$ cat src/ept_pkg.sv
`timescale 1ns / 1ps
// ----------------------------------------------------------------------------
// ept_pkg
// Shared types, constants and helpers for the encoder position and speed
// tracker: controller states, command bundle, register indexes, scale factors.
// ----------------------------------------------------------------------------
package ept_pkg;

	// configuration port
	localparam int CFG_W     = 16;
	localparam int CFG_IDX_W = 2;

	localparam logic [CFG_IDX_W-1:0] CFG_IDX_COUNTS_PER_REV = 2'd0;
	localparam logic [CFG_IDX_W-1:0] CFG_IDX_COUNTER_LIMIT  = 2'd1;
	localparam logic [CFG_IDX_W-1:0] CFG_IDX_WRAP_THRESHOLD = 2'd2;

	localparam logic [15:0] RST_COUNTS_PER_REV = 16'd4096;
	localparam logic [14:0] RST_COUNTER_LIMIT  = 15'd32000;
	localparam logic [14:0] RST_WRAP_THRESHOLD = 15'd20000;

	// request codes
	localparam logic REQ_SAMPLE = 1'b0;
	localparam logic REQ_CLEAR  = 1'b1;

	// fixed field widths
	localparam int POS_W   = 64;
	localparam int STEP_W  = 16;
	localparam int SPEED_W = 32;
	localparam int ANGLE_W = 17;
	localparam int CPR_W   = 16;

	// speed divider: quotient bits 33..0, bit 33 only flags overflow
	localparam int SPD_QUOT_W = 34;
	localparam int SPD_CNT_W  = $clog2(SPD_QUOT_W);

	// angle: remainder pass digit by digit, then a short restoring divide
	localparam int ANG_DIGIT_W   = 4;
	localparam int ANG_MOD_STEPS = POS_W / ANG_DIGIT_W;
	localparam int ANG_Q_W       = 16;
	localparam int ANG_PROD_W    = CPR_W + ANG_Q_W;

	// scale factors
	localparam logic [19:0] SEC_SCALE = 20'd1000000;
	localparam logic [25:0] MIN_SCALE = 26'd60000000;
	localparam logic [15:0] ANG_FULL  = 16'd36000;
	localparam int          SEC_SCALE_W = 20;
	localparam int          MIN_SCALE_W = 26;
	localparam int          Q16_SHIFT   = 16;

	typedef enum logic [2:0] {
		ST_IDLE,
		ST_PREP,
		ST_MUL,
		ST_LOAD,
		ST_DIV,
		ST_DONE
	} ept_state_t;

	typedef struct packed {
		logic capture;
		logic prep;
		logic mul;
		logic load;
		logic div;
		logic ang_mod;
		logic ang_mul;
		logic ang_div;
		logic finish;
	} ept_cmd_t;

	// clamp an unsigned quotient to the signed 32-bit range and apply the sign
	function automatic logic [SPEED_W-1:0] sat_speed(input logic [SPD_QUOT_W-1:0] q,
		input logic neg);
		logic [SPD_QUOT_W-1:0] lim;
		logic [SPD_QUOT_W-1:0] v;
		lim = neg ? SPD_QUOT_W'(34'h0_8000_0000) : SPD_QUOT_W'(34'h0_7FFF_FFFF);
		v = (q > lim) ? lim : q;
		return neg ? (SPEED_W'(0) - v[SPEED_W-1:0]) : v[SPEED_W-1:0];
	endfunction

endpackage

$ cat src/ept_ctrl.sv
`timescale 1ns / 1ps
// ----------------------------------------------------------------------------
// ept_ctrl
// Controller: sequences capture, multiply, divider steps and result hand-off,
// and owns both channel handshakes.
// ----------------------------------------------------------------------------
module ept_ctrl (
	input  logic              clk,
	input  logic              arst_n,
	input  logic              in_valid,
	input  logic              in_clear,
	input  logic              out_ready,
	output logic              in_ready,
	output logic              out_valid,
	output ept_pkg::ept_cmd_t cmd
);

	ept_pkg::ept_state_t              state_q;
	ept_pkg::ept_state_t              state_d;
	logic [ept_pkg::SPD_CNT_W-1:0]    cnt_q;
	logic                             out_valid_q;
	logic                             out_free;

	assign out_free  = !out_valid_q || out_ready;
	assign out_valid = out_valid_q;

	// state register
	always_ff @(posedge clk or negedge arst_n) begin
		if (!arst_n) begin
			state_q <= ept_pkg::ST_IDLE;
		end else begin
			state_q <= state_d;
		end
	end

	// divider step counter
	always_ff @(posedge clk or negedge arst_n) begin
		if (!arst_n) begin
			cnt_q <= '0;
		end else if (cmd.load) begin
			cnt_q <= '0;
		end else if (cmd.div) begin
			cnt_q <= cnt_q + 1'b1;
		end
	end

	// result beat pending flag
	always_ff @(posedge clk or negedge arst_n) begin
		if (!arst_n) begin
			out_valid_q <= 1'b0;
		end else if (cmd.finish) begin
			out_valid_q <= 1'b1;
		end else if (out_ready) begin
			out_valid_q <= 1'b0;
		end
	end

	// next state and commands
	always_comb begin
		state_d  = state_q;
		cmd      = '0;
		in_ready = 1'b0;
		unique case (state_q)
			ept_pkg::ST_IDLE: begin
				in_ready = 1'b1;
				if (in_valid) begin
					cmd.capture = 1'b1;
					state_d = (in_clear == ept_pkg::REQ_CLEAR) ? ept_pkg::ST_DONE
						: ept_pkg::ST_PREP;
				end
			end
			ept_pkg::ST_PREP: begin
				cmd.prep = 1'b1;
				state_d  = ept_pkg::ST_MUL;
			end
			ept_pkg::ST_MUL: begin
				cmd.mul = 1'b1;
				state_d = ept_pkg::ST_LOAD;
			end
			ept_pkg::ST_LOAD: begin
				cmd.load = 1'b1;
				state_d  = ept_pkg::ST_DIV;
			end
			ept_pkg::ST_DIV: begin
				cmd.div     = 1'b1;
				cmd.ang_mod = (cnt_q < ept_pkg::SPD_CNT_W'(ept_pkg::ANG_MOD_STEPS));
				cmd.ang_mul = (cnt_q == ept_pkg::SPD_CNT_W'(ept_pkg::ANG_MOD_STEPS));
				cmd.ang_div = (cnt_q > ept_pkg::SPD_CNT_W'(ept_pkg::ANG_MOD_STEPS)) &&
					(cnt_q <= ept_pkg::SPD_CNT_W'(ept_pkg::ANG_MOD_STEPS + ept_pkg::ANG_Q_W));
				if (cnt_q == ept_pkg::SPD_CNT_W'(ept_pkg::SPD_QUOT_W - 1)) begin
					state_d = ept_pkg::ST_DONE;
				end
			end
			ept_pkg::ST_DONE: begin
				if (out_free) begin
					cmd.finish = 1'b1;
					state_d    = ept_pkg::ST_IDLE;
				end
			end
			default: begin
				state_d = ept_pkg::ST_IDLE;
			end
		endcase
	end

endmodule

$ cat config.mk
export PLATFORM = sky130hd
export DESIGN_NAME = ept_ctrl
export DESIGN_NICKNAME = d
export VERILOG_FILES = /design/src/ept_pkg.sv /design/src/ept_ctrl.sv
export SDC_FILE = /design/constraint.sdc
export NUM_CORES = 1
export LEC_CHECK = 0
export BUFFER_PORTS_ARGS = -buffer_cell sky130_fd_sc_hd__buf_2
export CAP_MARGIN = 30
export CELL_PAD_IN_SITES_DETAIL_PLACEMENT = 1
export CELL_PAD_IN_SITES_GLOBAL_PLACEMENT = 2
export CORE_MARGIN = 2
export CORE_UTILIZATION = 31
export DETAILED_ROUTE_END_ITERATION = 10
export PLACE_DENSITY_LB_ADDON = 0.1
export RECOVER_POWER = 25
export SLEW_MARGIN = 20
export SYNTH_ARGS = -nofsm -noshare
export SYNTH_HDL_FRONTEND = slang
export SYNTH_SLANG_ARGS = --single-unit
$ cat constraint.sdc
create_clock -name clk -period 2.1 [get_ports clk]
set_input_delay 0.105 -clock clk [delete_from_list [all_inputs] [get_ports clk]]
set_output_delay 0.105 -clock clk [all_outputs]
set_load 0.005 [all_outputs]
==> results.yml, run 1 <==
outcome:
  status: "finished, final reports clean"
cts:
  cts.sinks: 10
  cts_setup_buffers: 0
  clockBufferDepth: 2
  hold_buffers: 1
  clk_latency_ns: 0.27
  numCtsBuffers: 3
  path_clk_slew_ns: 0.07
  cts_tree: "yes"
  ctsResizeCount: 0
  clockRootBuffer: "clkbuf_4"
  h-tree-depth: 1
drt:
  wl_per_cell_um: 12.8
  drtPass1Iterations: 1
  route.detailed.drc: 0
  vias_per_cell: 4.86
  num_vias: 525
  drt_iter0_markers: 0
  wl_um: 1380
  ant_nets: 0
yosys:
  synth_top_area_cell: "dfrtp_1"
  synth_seq_cells: 10
  synth_edf_count: 0
  synth.area.top_cells: "dfrtp_1, ha_1, nand2_1"
  synth.distinct_cells: 26
  synth_common_cells: "dfrtp_1, nand2_1, inv_1, nand3_1, nor3_1"
  syn-num-nets: 73
  ys_seq_area_share_pct: 42.8
  async_flop_share_pct: 100
  ys.flop_type: "dfrtp_1"
  syn_area_per_cell_um2: 8.99
  synth_top_area_share_pct: 42.8
  syn-cell-area_um2: 584
  syn_inst: 65
  yosysWarnings: 0
  yosysMostFrequentCell: "dfrtp_1"
setup_path:
  endpoint_kind: "output port"
  required_ns: 2.00
  crit_slowest_cell: "or3b_1"
  critical_path.top_delay_family: "simple AND/OR/NAND/NOR gates"
  path_buf_inv: 1
  startpoint_type: "register"
  max_stage_delay_ns: 0.50
  path_class: "register to output port"
  worstPathMaxFanout: 10
  worstPathArrival_ns: 1.57
  path_cells: "or3b_1, nor3_1, buf_2"
floorplanning:
  rows: 15
  coreArea_um2: 1750
  ios: 16
  die-area_um2: 2250
  start_util_pct: 33.5
  die_h_um: 47.4
  die_w_um: 47.4
global_route:
  grt_pass1_vias: 494
  grt_pass1_wl_um: 2240
  grt_max_degree: 11
  antenna_found_initial: 0
  track_usage_pct: 14.9
  grt_overflow_total: 0
job:
  cap_viol_max_count: 0
sta:
  setup_viol: 0
  fmax_mhz: 596
  skew_ns: 0.00347
  whs_ns: 0.130
  finalHoldViolCount: 0
  final_max_slew_viol_count: 0
  max_slew_margin_pct: 62.6
  fin_crit_ns: 1.68
  rsz0062_at_grt: "no"
  fin_crit_sh_pct: 79.9
  tns_ns: 0
  tightestPinTransition_ns: 0.561
final_layout:
  fillers: 234
  syn2layout_area_growth_pct: 24.2
  diodes: 0
  nNetsFinal: 92
  drive_gt1_share_pct: 22.9
min_path:
  min_path_type: "input pin to register"
placed_design:
  place_hpwl_um: 1070
  io_buffers: 15
  place_congestion: 0.698
power:
  p_leak_uw: 0.000380
  power_density_nw_per_um2: 1180
  peakVddDrop_mv: 0.501
==> power breakdown <==
| group | switching (uW) | total (uW) | leakage [uW] | internal [uW] |
|---|---|---|---|---|
| combinational | 181 | 335 | 0.000227 | 154 |
| clock | 71.1 | 177 | 0.0000210 | 105 |
| sequential | 88.9 | 344 | 0.000132 | 255 |
| total | 341 | 856 | 0.000380 | 515 |
==> worst register-to-register path: cells and delay by family, from the launching register on <==
kind	cells	cell delay, ns
muxes	1	0.14
buffers and inverters	1	0.13
and+or+nand+nor	2	0.61
DFF	1	0.47
==> layout make-up <==
cell class                      instances  area, um2  share of cell area (%)
Multi-Input combinational cell         48        304                    41.9
Sequential cell                        10        250                    34.5
Timing Repair Buffer                   16       83.8                    11.6
Clock buffer                            4       36.3                    5.00
Tap cell                               25       31.3                    4.31
Inverter                                5       20.0                    2.76
==> path summary, 6_finish.rpt <==
path / to / from / cells past startpoint / slack, ns
max: cmd[2] / state_q[0] / 3 / 0.42
min: state_q[0] / in_valid / 3 / 0.13
max reg2reg: cnt_q[5] / state_q[0] / 4 / 0.63
min reg2reg: out_valid / out_valid / 2 / 0.55
max in group asynchronous: state_q[1] / arst_n / 2 / 1.40
min in group asynchronous: cnt_q[5] / arst_n / 2 / 0.33
==> metal layers <==
layer / vias up / global-route usage, % / routed length [um]
met1: 245 / 19.7 / 687
met3: 3 / 6.79 / 63
met5: - / 0 / 0
met2: 11 / 22.4 / 614
li1: 266 / - / -
met4: 0 / 3.33 / 13
==> through the flow <==
step           area, um2  util (%)  instances  setup WS [ns]  power, uW
2_1_floorplan        584         -         65          0.702        556
3_3_place_gp         681      39.0        103          0.674        676
3_5_place_dp         681      39.0        103          0.630        686
4_1_cts              727      41.6        108          0.408        867
5_1_grt              726      41.6        108          0.300        938
6_report             726      41.6        108          0.421        856
==> placed cells by master (no fill, tap or decap) <==
master / Yosys / routed
a211o_1: 2 / 2
a21oi_1: 1 / 1
and2_1: 2 / 2
and3_1: 2 / 2
buf_2: 2 / 14
clkbuf_1: 0 / 1
clkbuf_4: 0 / 3
clkbuf_8: 0 / 1
clkinv_2: 1 / 1
dfrtp_1: 10 / 10
dlygate4sd3_1: 0 / 1
ha_1: 3 / 3
inv_1: 4 / 4
mux2i_1: 2 / 2
nand2_1: 9 / 9
nand2b_1: 1 / 1
nand3_1: 4 / 4
nand3b_1: 1 / 1
nand4_1: 2 / 2
nand4bb_1: 1 / 1
nor2_1: 2 / 2
nor2b_1: 2 / 2
nor3_1: 4 / 4
nor3b_1: 1 / 1
o211ai_1: 2 / 2
o21ai_0: 2 / 2
o21ai_1: 1 / 1
o31ai_1: 2 / 2
or2_1: 1 / 1
or3b_1: 1 / 1
==> kinds of logic (layout without fill, tap and decap cells) <==
family	count (synthesis)	count (layout)	synth area share, %
simple gates	33	33	30.6
compound gates	10	10	11.6
flops	10	10	42.8
buf+inv	7	25	5.14
fa+ha+maj	3	3	6.42
mux	2	2	3.43
==> flip-flops by register name, indices dropped and copies added, names as in the netlist <==
signal and count:
state_q 3, out_valid 1, cnt_q 6
Note: power is estimated with default switching activity, not from simulation.
==> inputs of run 2 (changes only) <==
--- a/config.mk
+++ b/config.mk
@@ -10,7 +10,7 @@
 export CELL_PAD_IN_SITES_DETAIL_PLACEMENT = 1
 export CELL_PAD_IN_SITES_GLOBAL_PLACEMENT = 2
 export CORE_MARGIN = 2
-export CORE_UTILIZATION = 31
+export CORE_UTILIZATION = 26
 export DETAILED_ROUTE_END_ITERATION = 10
 export PLACE_DENSITY_LB_ADDON = 0.1
 export RECOVER_POWER = 25
==> constraint.sdc (replaced) <==
create_clock -name clk -period 1.4 [get_ports clk]
set_input_delay 0.07 -clock clk [delete_from_list [all_inputs] [get_ports clk]]
set_output_delay 0.07 -clock clk [all_outputs]
set_load 0.005 [all_outputs]
==> run 2 against run 1 <==
  * Clock-buffer cell count stayed put
  * First-iteration DRC count is 1 higher
  * Clock power is 44% higher
  * Critical path depth stayed put
  * Clock skew is 0.0029 ns lower
  * Final cell count is 13% higher
  * Non-clock buffer count is 11 higher
  * Register-to-register slack worse by 0.54 ns
  * Combinational power grew to 2.7 times the previous value
  * Final area is 20% higher
  * Utilization is 1.6 points lower
  * Sequential share of layout area is 5.2 points lower
  * Largest cell class unchanged
  * Highest routed layer is now met3
==> results.yml, run 2 (synthesis results as in run 1) <==
outcome:
  status: "finished, final reports clean"
setup_path:
  startpoint_type: "register"
  worstPathArrival_ns: 1.33
  crit_slowest_cell: "or3b_4"
  max_stage_delay_ns: 0.45
  endpoint_kind: "output port"
  path_class: "register to output port"
  worstPathMaxFanout: 5
  required_ns: 1.33
  path_cells: "or3b_4, nor3_2, buf_2"
min_path:
  min_path_type: "input pin to register"
final_layout:
  drive_gt1_share_pct: 47.9
  top_register: "cnt_q"
  fillers: 274
  diodes: 0
  largest_reg_flops: 6
  syn2layout_area_growth_pct: 48.6
  nNetsFinal: 103
  final_cell_mix: "buf_2, buf_4, nand2_1"
  mostFrequentLayoutCell: "buf_2"
  utilization_pct: 40.0
sta:
  fin_crit_ns: 1.40
  setup_ws_ns: 0.00132
  skew_ns: 0.000578
  finalHoldViolCount: 0
  fmax_mhz: 715
  rsz0062_at_grt: "yes"
  tightestPinTransition_ns: 0.557
  max_slew_margin_pct: 62.9
  fin_crit_sh_pct: 99.9
  final_max_slew_viol_count: 0
  setup_viol: 0
placed_design:
  place_congestion: 0.680
  io_buffers: 15
  post-place-ws_ns: 0.0362
  place_hpwl_um: 1130
floorplanning:
  start_util_pct: 26.9
  die_w_um: 51.4
  coreArea_um2: 2170
  rows: 17
  die-area_um2: 2640
  die_h_um: 51.4
  ios: 16
cts:
  clockBufferDepth: 2
  clk_latency_ns: 0.26
  numCtsBuffers: 3
  cts_tree: "yes"
  clockRootBuffer: "clkbuf_4"
  path_clk_slew_ns: 0.06
  h-tree-depth: 1
  cts.sinks: 10
power:
  total_power_uw: 1610
  peakVddDrop_mv: 0.859
  p_leak_uw: 0.000439
  power_density_nw_per_um2: 1860
global_route:
  antenna_found_initial: 0
  grt_overflow_total: 0
  track_usage_pct: 13.2
  grt_pass1_vias: 556
  grt_pass1_wl_um: 2590
  grt_max_degree: 11
job:
  cap_viol_max_count: 0
drt:
  vias_per_cell: 4.86
  drtPass1Iterations: 2
  ant_nets: 0
  wl_um: 1520
  wl_per_cell_um: 12.5
  num_vias: 593
  route.detailed.drc: 0
  drt_iter0_markers: 1
## run 2: cell count changes in the layout (fill, tap and decap cells not counted), moves of 3 or more
cell     previous run  this run
dfrtp_1            10         7
inv_2               0         3
inv_1               4         1
dfrtp_2             0         3
nor3_1              4         1
buf_4               0        11
## run 2: area by class of cell
type / instances / area (um2) / share of cell area, %
Multi-Input combinational cell: 48 / 357 / 41.1
Sequential cell: 10 / 254 / 29.3
Timing Repair Buffer: 27 / 166 / 19.2
Clock buffer: 4 / 36.3 / 4.18
Tap cell: 28 / 35.0 / 4.03
Inverter: 5 / 20.0 / 2.31
## run 2: final timing paths
path / from / endpoint / cells after the start / slack, ns
setup / recovery: state_q[1] / cmd[2] / 3 / 0.001
setup reg to reg: state_q[1] / cnt_q[5] / 4 / 0.09
min in group asynchronous: arst_n / cnt_q[4] / 2 / 0.30
hold reg to reg: cnt_q[3] / cnt_q[3] / 1 / 0.53
max in group asynchronous: arst_n / cnt_q[3] / 2 / 0.70
hold / removal: in_valid / state_q[0] / 3 / 0.10
## run 2: routing by layer
layer / GRT usage [%] / vias up / wire, um
li1: - / 286 / -
met1: 16.3 / 294 / 656
met2: 22.4 / 13 / 806
met3: 5.26 / 0 / 57
met4: 1.32 / 0 / 0
met5: 0 / - / 0
## run 2: what timing repair did
| item | in CTS | in global routing |
|---|---|---|
| endpoints found under the setup margin | 5 | 6 |
| pin swaps | 3 | 3 |
| buffers inserted | 4 | 3 |
| gates resized for setup | 9 | 9 |
| hold buffers | 1 | 0 |
| endpoints found under the hold margin | 10 | 0 |
## run 2: critical path, delay by kind of cell (launching register included)
| family | cells | cell delay, ns |
|---|---|---|
| flip-flops | 1 | 0.38 |
| AND/OR/NAND/NOR | 2 | 0.56 |
| buffers and inverters | 1 | 0.12 |
## run 2: power breakdown
part           total, uW  switching (uW)  internal, uW  leakage, uW
Clock                254            96.2           158    0.0000210
Sequential           457            70.0           387     0.000127
Combinational        902             440           462     0.000291
Total               1610             606          1010     0.000439
## run 2: through the flow
stage / instance area (um2) / cells / setup TNS, ns / hold slack, ns
2_1_floorplan: 584 / 65 / 0 / -0.226
3_3_place_gp: 714 / 110 / 0 / -0.0555
3_5_place_dp: 714 / 110 / 0 / -0.0518
4_1_cts: 822 / 119 / -0.0337 / 0.112
5_1_grt: 868 / 122 / -0.223 / 0.134
6_report: 868 / 122 / 0 / 0.103
